`config.mk`:
```
export PLATFORM = sky130hd
export DESIGN_NAME = grid_erosion_3x3_flat
export DESIGN_NICKNAME = d
export VERILOG_FILES = /design/src/rtl/ge3_pkg.sv /design/src/rtl/ge3_chan_if.sv /design/src/rtl/ge3_front.sv /design/src/rtl/ge3_queue.sv /design/src/rtl/ge3_back.sv /design/src/rtl/grid_erosion_3x3.sv /design/src/flat_wrapper.sv
export SDC_FILE = /design/constraint.sdc
export NUM_CORES = 2
export LEC_CHECK = 0
export ABC_AREA = 0
export BUFFER_PORTS_ARGS = -buffer_cell sky130_fd_sc_hd__buf_4
export CAP_MARGIN = 20
export CORE_ASPECT_RATIO = 0.75
export CORE_MARGIN = 5
export CORE_UTILIZATION = 46
export CTS_CLUSTER_DIAMETER = 150
export DETAILED_ROUTE_END_ITERATION = 16
export HOLD_SLACK_MARGIN = 0.03
export PLACE_DENSITY_LB_ADDON = 0.25
export SETUP_SLACK_MARGIN = 0.05
export SLEW_MARGIN = 10
export SYNTH_ARGS = -nofsm -noshare
export SYNTH_HDL_FRONTEND = slang
export SYNTH_SLANG_ARGS = --single-unit
```
`constraint.sdc`:
```
create_clock -name clk -period 13.9 [get_ports clk]
set_input_delay 1.39 -clock clk [delete_from_list [all_inputs] [get_ports clk]]
set_output_delay 1.39 -clock clk [all_outputs]
set_load 0.005 [all_outputs]
```
`src/rtl/ge3_pkg.sv`:
```
package ge3_pkg;

	localparam int DEF_MAX_COLUMNS = 1024;
	localparam int DEF_MAX_ROWS = 1024;

	localparam int CFG_W = 11;
	localparam int CFG_IDX_W = 2;
	localparam logic [CFG_W-1:0] CFG_SIZE_RESET = CFG_W'(64);
	localparam logic [CFG_W-1:0] CFG_SIZE_MIN = CFG_W'(3);

	localparam logic [CFG_IDX_W-1:0] REG_GRID_COLUMNS = CFG_IDX_W'(0);
	localparam logic [CFG_IDX_W-1:0] REG_GRID_ROWS = CFG_IDX_W'(1);

	localparam int QUEUE_DEPTH = 2;

	typedef enum logic [1:0] {
		ROW_FIRST,
		ROW_SECOND,
		ROW_LATER
	} ge3_row_t;

	typedef struct packed {
		logic tile_walkable;
		logic padding;
	} ge3_in_t;

	typedef struct packed {
		logic nav_walkable;
		logic last_tile;
	} ge3_out_t;

	typedef struct packed {
		logic [CFG_IDX_W-1:0] index;
		logic [CFG_W-1:0] value;
	} ge3_cfg_t;

	// one column of the 3x3 window plus what the front decided about the result
	typedef struct packed {
		logic [2:0] vec;
		logic due;
		logic interior;
		logic last;
	} ge3_cls_t;

endpackage

```
`src/rtl/ge3_chan_if.sv`:
```
interface ge3_chan_if #(
	parameter type T = logic
);
	logic valid;
	logic ready;
	T data;

	modport source (output valid, output data, input ready);
	modport sink (input valid, input data, output ready);
endinterface

```
`src/rtl/ge3_front.sv`:
```
module ge3_front #(
	parameter int MAX_COLUMNS = ge3_pkg::DEF_MAX_COLUMNS,
	parameter int MAX_ROWS = ge3_pkg::DEF_MAX_ROWS
) (
	input logic clk,
	input logic arst_n,
	input logic [$clog2(MAX_COLUMNS)-1:0] col_last,
	input logic [$clog2(MAX_ROWS)-1:0] row_last,
	input logic restart,
	ge3_chan_if.sink tiles,
	output logic cls_valid,
	input logic cls_ready,
	output ge3_pkg::ge3_cls_t cls_data
);
	import ge3_pkg::*;

	localparam int CW = $clog2(MAX_COLUMNS);
	localparam int RW = $clog2(MAX_ROWS);

	logic [CW-1:0] col_q;
	ge3_row_t row_q;
	ge3_row_t row_nxt;
	logic [CW-1:0] ocol_q;
	logic [RW-1:0] orow_q;

	logic accept;
	logic due;
	logic interior;
	logic last;

	// {upper, lower} line store entry per column
	logic [1:0] store_q [MAX_COLUMNS];
	logic store_wr;

	logic valid_s1;
	logic [1:0] rd_s1;
	logic bit_s1;
	logic [CW-1:0] col_s1;
	logic due_s1;
	logic interior_s1;
	logic last_s1;

	assign tiles.ready = !valid_s1 || cls_ready;
	assign accept = tiles.valid && tiles.ready;
	assign store_wr = valid_s1 && cls_ready;

	assign due = (row_q == ROW_LATER) || (row_q == ROW_SECOND && col_q != '0);
	assign interior = (orow_q != '0) && (orow_q != row_last)
		&& (ocol_q != '0) && (ocol_q != col_last);
	assign last = (orow_q == row_last) && (ocol_q == col_last);

	always_comb begin
		case (row_q)
			ROW_FIRST: row_nxt = ROW_SECOND;
			ROW_SECOND: row_nxt = ROW_LATER;
			default: row_nxt = ROW_LATER;
		endcase
	end

	always_ff @(posedge clk or negedge arst_n) begin
		if (!arst_n) begin
			col_q <= '0;
			row_q <= ROW_FIRST;
			ocol_q <= '0;
			orow_q <= '0;
		end else if (restart) begin
			col_q <= '0;
			row_q <= ROW_FIRST;
			ocol_q <= '0;
			orow_q <= '0;
		end else if (accept) begin
			if (due && last) begin
				// grid done: next beat starts a new grid
				col_q <= '0;
				row_q <= ROW_FIRST;
				ocol_q <= '0;
				orow_q <= '0;
			end else begin
				if (col_q == col_last) begin
					col_q <= '0;
					row_q <= row_nxt;
				end else begin
					col_q <= col_q + CW'(1);
				end
				if (due) begin
					if (ocol_q == col_last) begin
						ocol_q <= '0;
						orow_q <= orow_q + RW'(1);
					end else begin
						ocol_q <= ocol_q + CW'(1);
					end
				end
			end
		end
	end

	always_ff @(posedge clk or negedge arst_n) begin
		if (!arst_n) begin
			valid_s1 <= 1'b0;
		end else if (tiles.ready) begin
			valid_s1 <= accept;
		end
	end

	always_ff @(posedge clk) begin
		if (accept) begin
			bit_s1 <= tiles.data.tile_walkable && !tiles.data.padding;
			col_s1 <= col_q;
			due_s1 <= due;
			interior_s1 <= interior;
			last_s1 <= due && last;
		end
	end

	// shift the column down the line store; forward a same-column write
	always_ff @(posedge clk) begin
		if (store_wr) begin
			store_q[col_s1] <= {rd_s1[0], bit_s1};
		end
		if (accept) begin
			if (store_wr && col_s1 == col_q) begin
				rd_s1 <= {rd_s1[0], bit_s1};
			end else begin
				rd_s1 <= store_q[col_q];
			end
		end
	end

	assign cls_valid = valid_s1;
	assign cls_data = '{
		vec: {rd_s1[1], rd_s1[0], bit_s1},
		due: due_s1,
		interior: interior_s1,
		last: last_s1
	};
endmodule

```
`src/rtl/ge3_queue.sv`:
```
module ge3_queue (
	input logic clk,
	input logic arst_n,
	input logic push_valid,
	output logic push_ready,
	input ge3_pkg::ge3_cls_t push_data,
	output logic pop_valid,
	input logic pop_ready,
	output ge3_pkg::ge3_cls_t pop_data
);
	import ge3_pkg::*;

	localparam int PW = (QUEUE_DEPTH > 1) ? $clog2(QUEUE_DEPTH) : 1;
	localparam int NW = $clog2(QUEUE_DEPTH + 1);

	ge3_cls_t slot_q [QUEUE_DEPTH];
	logic [PW-1:0] wr_ptr_q;
	logic [PW-1:0] rd_ptr_q;
	logic [NW-1:0] count_q;
	logic push;
	logic pop;

	assign push_ready = count_q != NW'(QUEUE_DEPTH);
	assign pop_valid = count_q != '0;
	assign push = push_valid && push_ready;
	assign pop = pop_valid && pop_ready;
	assign pop_data = slot_q[rd_ptr_q];

	always_ff @(posedge clk) begin
		if (push) begin
			slot_q[wr_ptr_q] <= push_data;
		end
	end

	always_ff @(posedge clk or negedge arst_n) begin
		if (!arst_n) begin
			wr_ptr_q <= '0;
			rd_ptr_q <= '0;
			count_q <= '0;
		end else begin
			if (push) begin
				wr_ptr_q <= (wr_ptr_q == PW'(QUEUE_DEPTH - 1)) ? '0 : wr_ptr_q + PW'(1);
			end
			if (pop) begin
				rd_ptr_q <= (rd_ptr_q == PW'(QUEUE_DEPTH - 1)) ? '0 : rd_ptr_q + PW'(1);
			end
			if (push && !pop) begin
				count_q <= count_q + NW'(1);
			end else if (pop && !push) begin
				count_q <= count_q - NW'(1);
			end
		end
	end
endmodule

```
`src/rtl/ge3_back.sv`:
```
module ge3_back (
	input logic clk,
	input logic arst_n,
	input logic restart,
	input logic pop_valid,
	output logic pop_ready,
	input ge3_pkg::ge3_cls_t pop_data,
	ge3_chan_if.source nav
);
	import ge3_pkg::*;

	logic [8:0] window_q;
	logic [8:0] win_nxt;
	logic out_valid_q;
	logic pop;

	assign pop_ready = !out_valid_q || nav.ready;
	assign pop = pop_valid && pop_ready;
	assign win_nxt = {window_q[5:0], pop_data.vec};

	always_ff @(posedge clk or negedge arst_n) begin
		if (!arst_n) begin
			window_q <= '0;
		end else if (restart) begin
			window_q <= '0;
		end else if (pop) begin
			// drop the window after the final tile of a grid
			window_q <= pop_data.last ? '0 : win_nxt;
		end
	end

	always_ff @(posedge clk or negedge arst_n) begin
		if (!arst_n) begin
			out_valid_q <= 1'b0;
		end else if (pop_ready) begin
			out_valid_q <= pop && pop_data.due;
		end
	end

	always_ff @(posedge clk) begin
		if (pop && pop_data.due) begin
			nav.data <= '{
				nav_walkable: pop_data.interior && (win_nxt == '1),
				last_tile: pop_data.last
			};
		end
	end

	assign nav.valid = out_valid_q;
endmodule

```
`src/rtl/grid_erosion_3x3.sv`:
```
// 3x3 eight-neighbor erosion of a raster tile grid: a result tile is walkable only when the
// tile and all eight neighbors are walkable, and tiles outside the grid count as wall, so the
// grid border is always wall. The tiles port takes one beat per clock while the queue has
// room; the result for a tile comes out with the beat that arrives grid_columns+1 beats
// after it and reaches nav through the line-store read register, queue and output register.
// Send grid_columns+1 padding beats after the last tile to flush the final results; the result
// for the last tile of the grid carries last_tile and the following beat starts a new grid.
// Writing either size register restarts the grid; write only while the block is idle. Sizes
// are clamped to 3..MAX_COLUMNS and 3..MAX_ROWS. The two line stores share one MAX_COLUMNS x 2
// memory with one read and one write per beat; it is not cleared after reset, since entries
// from before the first write of a grid only reach border tiles, which are wall anyway.
module grid_erosion_3x3 #(
	parameter int MAX_COLUMNS = ge3_pkg::DEF_MAX_COLUMNS,
	parameter int MAX_ROWS = ge3_pkg::DEF_MAX_ROWS
) (
	input logic clk,
	input logic arst_n,
	ge3_chan_if.sink tiles,
	ge3_chan_if.source nav,
	ge3_chan_if.sink cfg
);
	import ge3_pkg::*;

	localparam int CW = $clog2(MAX_COLUMNS);
	localparam int RW = $clog2(MAX_ROWS);

	logic [CFG_W-1:0] cols_q;
	logic [CFG_W-1:0] rows_q;
	logic [CW-1:0] col_last;
	logic [RW-1:0] row_last;
	logic restart;

	logic cls_valid;
	logic cls_ready;
	ge3_cls_t cls_data;
	logic pop_valid;
	logic pop_ready;
	ge3_cls_t pop_data;

	assign cfg.ready = 1'b1;
	assign restart = cfg.valid
		&& (cfg.data.index inside {REG_GRID_COLUMNS, REG_GRID_ROWS});

	always_ff @(posedge clk or negedge arst_n) begin
		if (!arst_n) begin
			cols_q <= CFG_SIZE_RESET;
			rows_q <= CFG_SIZE_RESET;
		end else if (cfg.valid) begin
			case (cfg.data.index)
				REG_GRID_COLUMNS: cols_q <= cfg.data.value;
				REG_GRID_ROWS: rows_q <= cfg.data.value;
				default: ;
			endcase
		end
	end

	always_comb begin
		if (cols_q < CFG_SIZE_MIN) begin
			col_last = CW'(2);
		end else if (int'(cols_q) > MAX_COLUMNS) begin
			col_last = CW'(MAX_COLUMNS - 1);
		end else begin
			col_last = CW'(cols_q - CFG_W'(1));
		end
		if (rows_q < CFG_SIZE_MIN) begin
			row_last = RW'(2);
		end else if (int'(rows_q) > MAX_ROWS) begin
			row_last = RW'(MAX_ROWS - 1);
		end else begin
			row_last = RW'(rows_q - CFG_W'(1));
		end
	end

	ge3_front #(
		.MAX_COLUMNS(MAX_COLUMNS),
		.MAX_ROWS(MAX_ROWS)
	) u_front (
		.clk(clk),
		.arst_n(arst_n),
		.col_last(col_last),
		.row_last(row_last),
		.restart(restart),
		.tiles(tiles),
		.cls_valid(cls_valid),
		.cls_ready(cls_ready),
		.cls_data(cls_data)
	);

	ge3_queue u_queue (
		.clk(clk),
		.arst_n(arst_n),
		.push_valid(cls_valid),
		.push_ready(cls_ready),
		.push_data(cls_data),
		.pop_valid(pop_valid),
		.pop_ready(pop_ready),
		.pop_data(pop_data)
	);

	ge3_back u_back (
		.clk(clk),
		.arst_n(arst_n),
		.restart(restart),
		.pop_valid(pop_valid),
		.pop_ready(pop_ready),
		.pop_data(pop_data),
		.nav(nav)
	);

	// the input only stalls when the front stage is full and the queue refuses it
	a_stall_source: assert property (@(posedge clk) disable iff (!arst_n)
		!tiles.ready |-> (cls_valid && !cls_ready))
		else $error("tiles stalled without a full front stage and queue");

	// the final tile is a corner, so it is always wall
	a_last_is_wall: assert property (@(posedge clk) disable iff (!arst_n)
		(nav.valid && nav.data.last_tile) |-> !nav.data.nav_walkable)
		else $error("last tile reported walkable");

	// a new result only appears after a beat left the queue
	a_result_from_queue: assert property (@(posedge clk) disable iff (!arst_n)
		$rose(nav.valid) |-> $past(pop_valid && pop_ready))
		else $error("result appeared without a queue pop");
endmodule

```
`src/flat_wrapper.sv`:
```
// flat-port wrapper written by rule: the top's interface ports become plain ports
module grid_erosion_3x3_flat import ge3_pkg::*;
#(
	parameter int MAX_COLUMNS = ge3_pkg::DEF_MAX_COLUMNS,
	parameter int MAX_ROWS = ge3_pkg::DEF_MAX_ROWS
)
  (clk, arst_n, tiles_valid, tiles_data, tiles_ready, nav_valid, nav_data, nav_ready, cfg_valid, cfg_data, cfg_ready);
  ge3_chan_if #(.T(ge3_in_t)) tiles_i ();
  ge3_chan_if #(.T(ge3_out_t)) nav_i ();
  ge3_chan_if #(.T(ge3_cfg_t)) cfg_i ();
  input logic clk;
  input logic arst_n;
  input wire logic [$bits(tiles_i.valid)-1:0] tiles_valid;
  input wire logic [$bits(tiles_i.data)-1:0] tiles_data;
  output wire logic [$bits(tiles_i.ready)-1:0] tiles_ready;
  output wire logic [$bits(nav_i.valid)-1:0] nav_valid;
  output wire logic [$bits(nav_i.data)-1:0] nav_data;
  input wire logic [$bits(nav_i.ready)-1:0] nav_ready;
  input wire logic [$bits(cfg_i.valid)-1:0] cfg_valid;
  input wire logic [$bits(cfg_i.data)-1:0] cfg_data;
  output wire logic [$bits(cfg_i.ready)-1:0] cfg_ready;
  assign tiles_i.valid = tiles_valid;
  assign tiles_i.data = tiles_data;
  assign tiles_ready = tiles_i.ready;
  assign nav_valid = nav_i.valid;
  assign nav_data = nav_i.data;
  assign nav_i.ready = nav_ready;
  assign cfg_i.valid = cfg_valid;
  assign cfg_i.data = cfg_data;
  assign cfg_ready = cfg_i.ready;
  grid_erosion_3x3 #(.MAX_COLUMNS(MAX_COLUMNS), .MAX_ROWS(MAX_ROWS)) u_core (.clk(clk), .arst_n(arst_n), .tiles(tiles_i), .nav(nav_i), .cfg(cfg_i));
endmodule
```
==> flow_summary.yaml <==
run_status:
  outcome: "finished, final reports clean"
synth:
  netlist.area_leader.share_pct: 70.4
  syn-num-nets: 5322
  synthTopCellsByArea: "edfxtp_1, mux4_2, nor2_1"
  synth-async-reset-ratio_pct: 3.08
  synth.avg_cell_area_um2: 16.7
  yosys.area.top_type: "edfxtp_1"
  synth_ff_type: "edfxtp_1"
  synth-seq-area-share_pct: 72.3
  yosys_register_bits: 2144
  synth-edff-count: 2078
  synth_area_mm2: 0.0886
  syn_inst: 5293
  ys_warn_count: 0
  synth_cell_types: 88
setup_path:
  crit_path_max_incr_delay_ns: 1.00
  critPathLaunchType: "flip-flop"
  crit_buf_inv: 2
  worstRegToRegCells: 11
  cp.required_ns: 14.59
  crit_type: "reg -> reg"
  cp-end-kind: "flip-flop"
  arrival_ns: 6.61
  r2r-start: "u_core.u_front.col_q[0]$_DFFE_PN0P_"
  worstPathCellList: "buf_12 -> buf_12 -> mux4_2 -> nor2_1 -> nor2_1 -> o221ai_1 -> a221oi_1 -> nor3_1 -> nor4_1 -> o311ai_0 -> nand3_1"
  reg2reg_to: "u_core.u_front.rd_s1[0]$_DFFE_PP_"
  cpLargestDelayFamily: "compound AO/OA/AOI/OAI gates"
  critical_path.slowest_cell: "a221oi_1"
  crit_fanout: 85
  rrSetupSlack_ns: 7.98
clocking:
  path_clk_slew_ns: 0.07
  cts_buffers: 194
  cts_sinks: 2144
  root_buffer: "clkbuf_16"
  post_cts_resized: 0
  clkLatencyLatePin_ns: 0.84
  cts_hold_buf: 0
  clock_path_buffers: 3
  postCtsSetupBuffers: 0
  htreeDepth: 4
  cts_tree: "yes"
placed_design:
  port-buffer-count: 23
  gp_congestion: 0.832
  hpwl_um: 137000
sta:
  setup_violations: 0
  grt_setup_unrepaired: "false"
  slew_violations: 0
  timing.fmax_ghz: 0.169
  tightest_slew_ns: 1.22
  relSlewSlack_pct: 18.5
  period_needed_ns: 5.92
  hold_viol_final: 0
  skew_ns: 0.0466
  finalCritPeriodShare_pct: 42.6
grt:
  gr-total-overflow: 0
  grt_pass1_wl_um: 357000
  grt_max_degree: 225
  antenna_found_initial: 9
  grt_use_total_pct: 24.4
  grt_pass1_vias: 49519
detailed_routing:
  vias: 50628
  vias_per_cell: 6.40
  first_pass_iters: 5
  drt-total-wl_um: 248000
  drtIter0Drc: 7822
  wl_per_cell_um: 31.3
  drc: 0
  ant_nets: 0
floorplan:
  core_mm2: 0.191
  die_x_um: 517
  die-area_mm2: 0.202
  io_pins: 25
  initial_utilization_pct: 46.3
  row_count: 139
  die_h_um: 390
finish:
  final_util_pct: 51.3
  syn2layout_area_growth_pct: 10.8
  final_nets: 5244
  final_layout_size_suffix_gt1_share_pct: 19.9
hold_path:
  hold_end: "u_core.u_queue.slot_q[1][0]$_DFFE_PP_"
  min_from: "u_core.u_front.last_s1$_DFFE_PP_"
  hold_path.class: "reg -> reg"
  min_path_cells: 0
power:
  power.leakage_nw: 29.2
  vdd_drop_max_v: 0.000169
  power.total_mw: 16.7
  p_per_area_mw_per_mm2: 170
run:
  maxCapViolCount: 0
where the power goes:
group	total (mW)	switching, mW	internal [mW]
logic	3.51	2.19	1.31
registers	7.82	0.143	7.67
clock network	5.39	2.40	2.99
per-stage QoR:
stage / setup TNS, ns / instance area (um2) / hold WS (ns) / setup WS, ns / instances
after CTS: 0 / 98000 / 0.446 / 8.22 / 7902
after floorplan: -1709.97 / 88600 / 0.421 / -0.834 / 5293
after global routing: 0 / 98200 / 0.462 / 7.73 / 7911
final: 0 / 98200 / 0.445 / 7.98 / 7913
after detailed placement: 0 / 91800 / 0.432 / 8.21 / 7550
after global placement: 0 / 91600 / 0.426 / 8.21 / 7544
worst register-to-register path, delay by kind of cell, from the launching register on:
family          cells  cell delay [ns]
compound gates      3             1.75
buf+inv             2             1.30
flops               1             0.87
mux                 1             0.46
simple gates        5             1.43
state kept, by name, indices dropped and copies added, names as in the netlist, 2 cells and up:
signal and flops:
u_core.cols_q 11, u_core.rows_q 11, u_core.u_back.nav.data 2, u_core.u_back.window_q 6, u_core.u_front.col_q 10, u_core.u_front.col_s1 10, u_core.u_front.ocol_q 10, u_core.u_front.orow_q 10
u_core.u_front.rd_s1 2, u_core.u_front.row_q 2, u_core.u_front.store_q 2048, u_core.u_queue.count_q 2, u_core.u_queue.slot_q 12
final cells by class:
type,count,area (um2)
Fill cell,15408,93300
Multi-Input combinational cell,2681,23000
Clock buffer,236,5120
Inverter,26,98.8
Antenna cell,4,10.0
Tap cell,2538,3180
Timing Repair Buffer,168,1540
Sequential cell,2144,64100
Clock inverter,116,1140
cells in the mapped netlist, types with 18 or more instances:
cell type     n
mux2_2       35
nand2_1     169
dfrtp_1      64
a221oi_1     20
nand4_1      22
xnor2_1      32
mux4_2      510
and3_1       18
a211oi_1     19
a21oi_1      68
nor2_1     1122
o221ai_1     21
buf_1        55
nand3_1      71
a22oi_1      87
inv_1        24
o21ai_0      50
mux2i_1      43
buf_2        57
nor4_1       25
nor3_1       35
o22ai_1      40
clkbuf_1    320
a31oi_1      24
nor2b_1      22
edfxtp_1   2078
kinds of logic after synthesis:
group           after synthesis  share of synthesized area, %
compound gates              438                          3.46
xor+xnor                     44                         0.450
fa+ha+maj                     9                         0.127
buf+inv                     468                          2.10
flops                      2144                          72.3
mux                         589                          13.9
other cells                   1                       0.00423
simple gates               1600                          7.68
layout by cell type (no fill, tap or decap), types with 35 or more instances in the layout:
cell       instances
a22oi_1           87
edfxtp_1        2078
clkbuf_16        199
clkinv_2          35
o21ai_0           50
o22ai_1           40
mux2_2            35
nor2_1          1119
mux2i_1           43
nor3_1            35
nand3_1           39
buf_4            147
a21oi_1           68
clkinv_1          43
mux4_2           510
clkbuf_1          37
nand2_1          168
dfrtp_1           57
how the worst max path moves through the flow:
stage	from	endpoint	slack, ns	cells after the start
floorplan	u_core.u_front.rd_s1[0]$_DFFE_PP_	u_core.u_front.store_q[0][1]$_DFFE_PP_	-0.83	0
global route	u_core.u_front.col_q[0]$_DFFE_PN0P_	u_core.u_front.rd_s1[0]$_DFFE_PP_	7.73	11
global placement	u_core.u_front.col_q[0]$_DFFE_PN0P_	u_core.u_front.rd_s1[0]$_DFFE_PP_	8.21	11
detailed placement	u_core.u_front.col_q[1]$_DFFE_PN0P_	u_core.u_front.rd_s1[1]$_DFFE_PP_	8.21	11
CTS	u_core.u_front.col_q[1]$_DFFE_PN0P_	u_core.u_front.rd_s1[1]$_DFFE_PP_	8.22	11
finish	u_core.u_front.col_q[0]$_DFFE_PN0P_	u_core.u_front.rd_s1[0]$_DFFE_PP_	7.98	11
routing by layer:
metal  track usage [%]  wire length [um]
met1              37.6            105000
met2              35.0            108000
met3              5.81             28600
met4              6.65              6740
met5                 0                13
No activity file was read; power rests on OpenSTA's default activity.
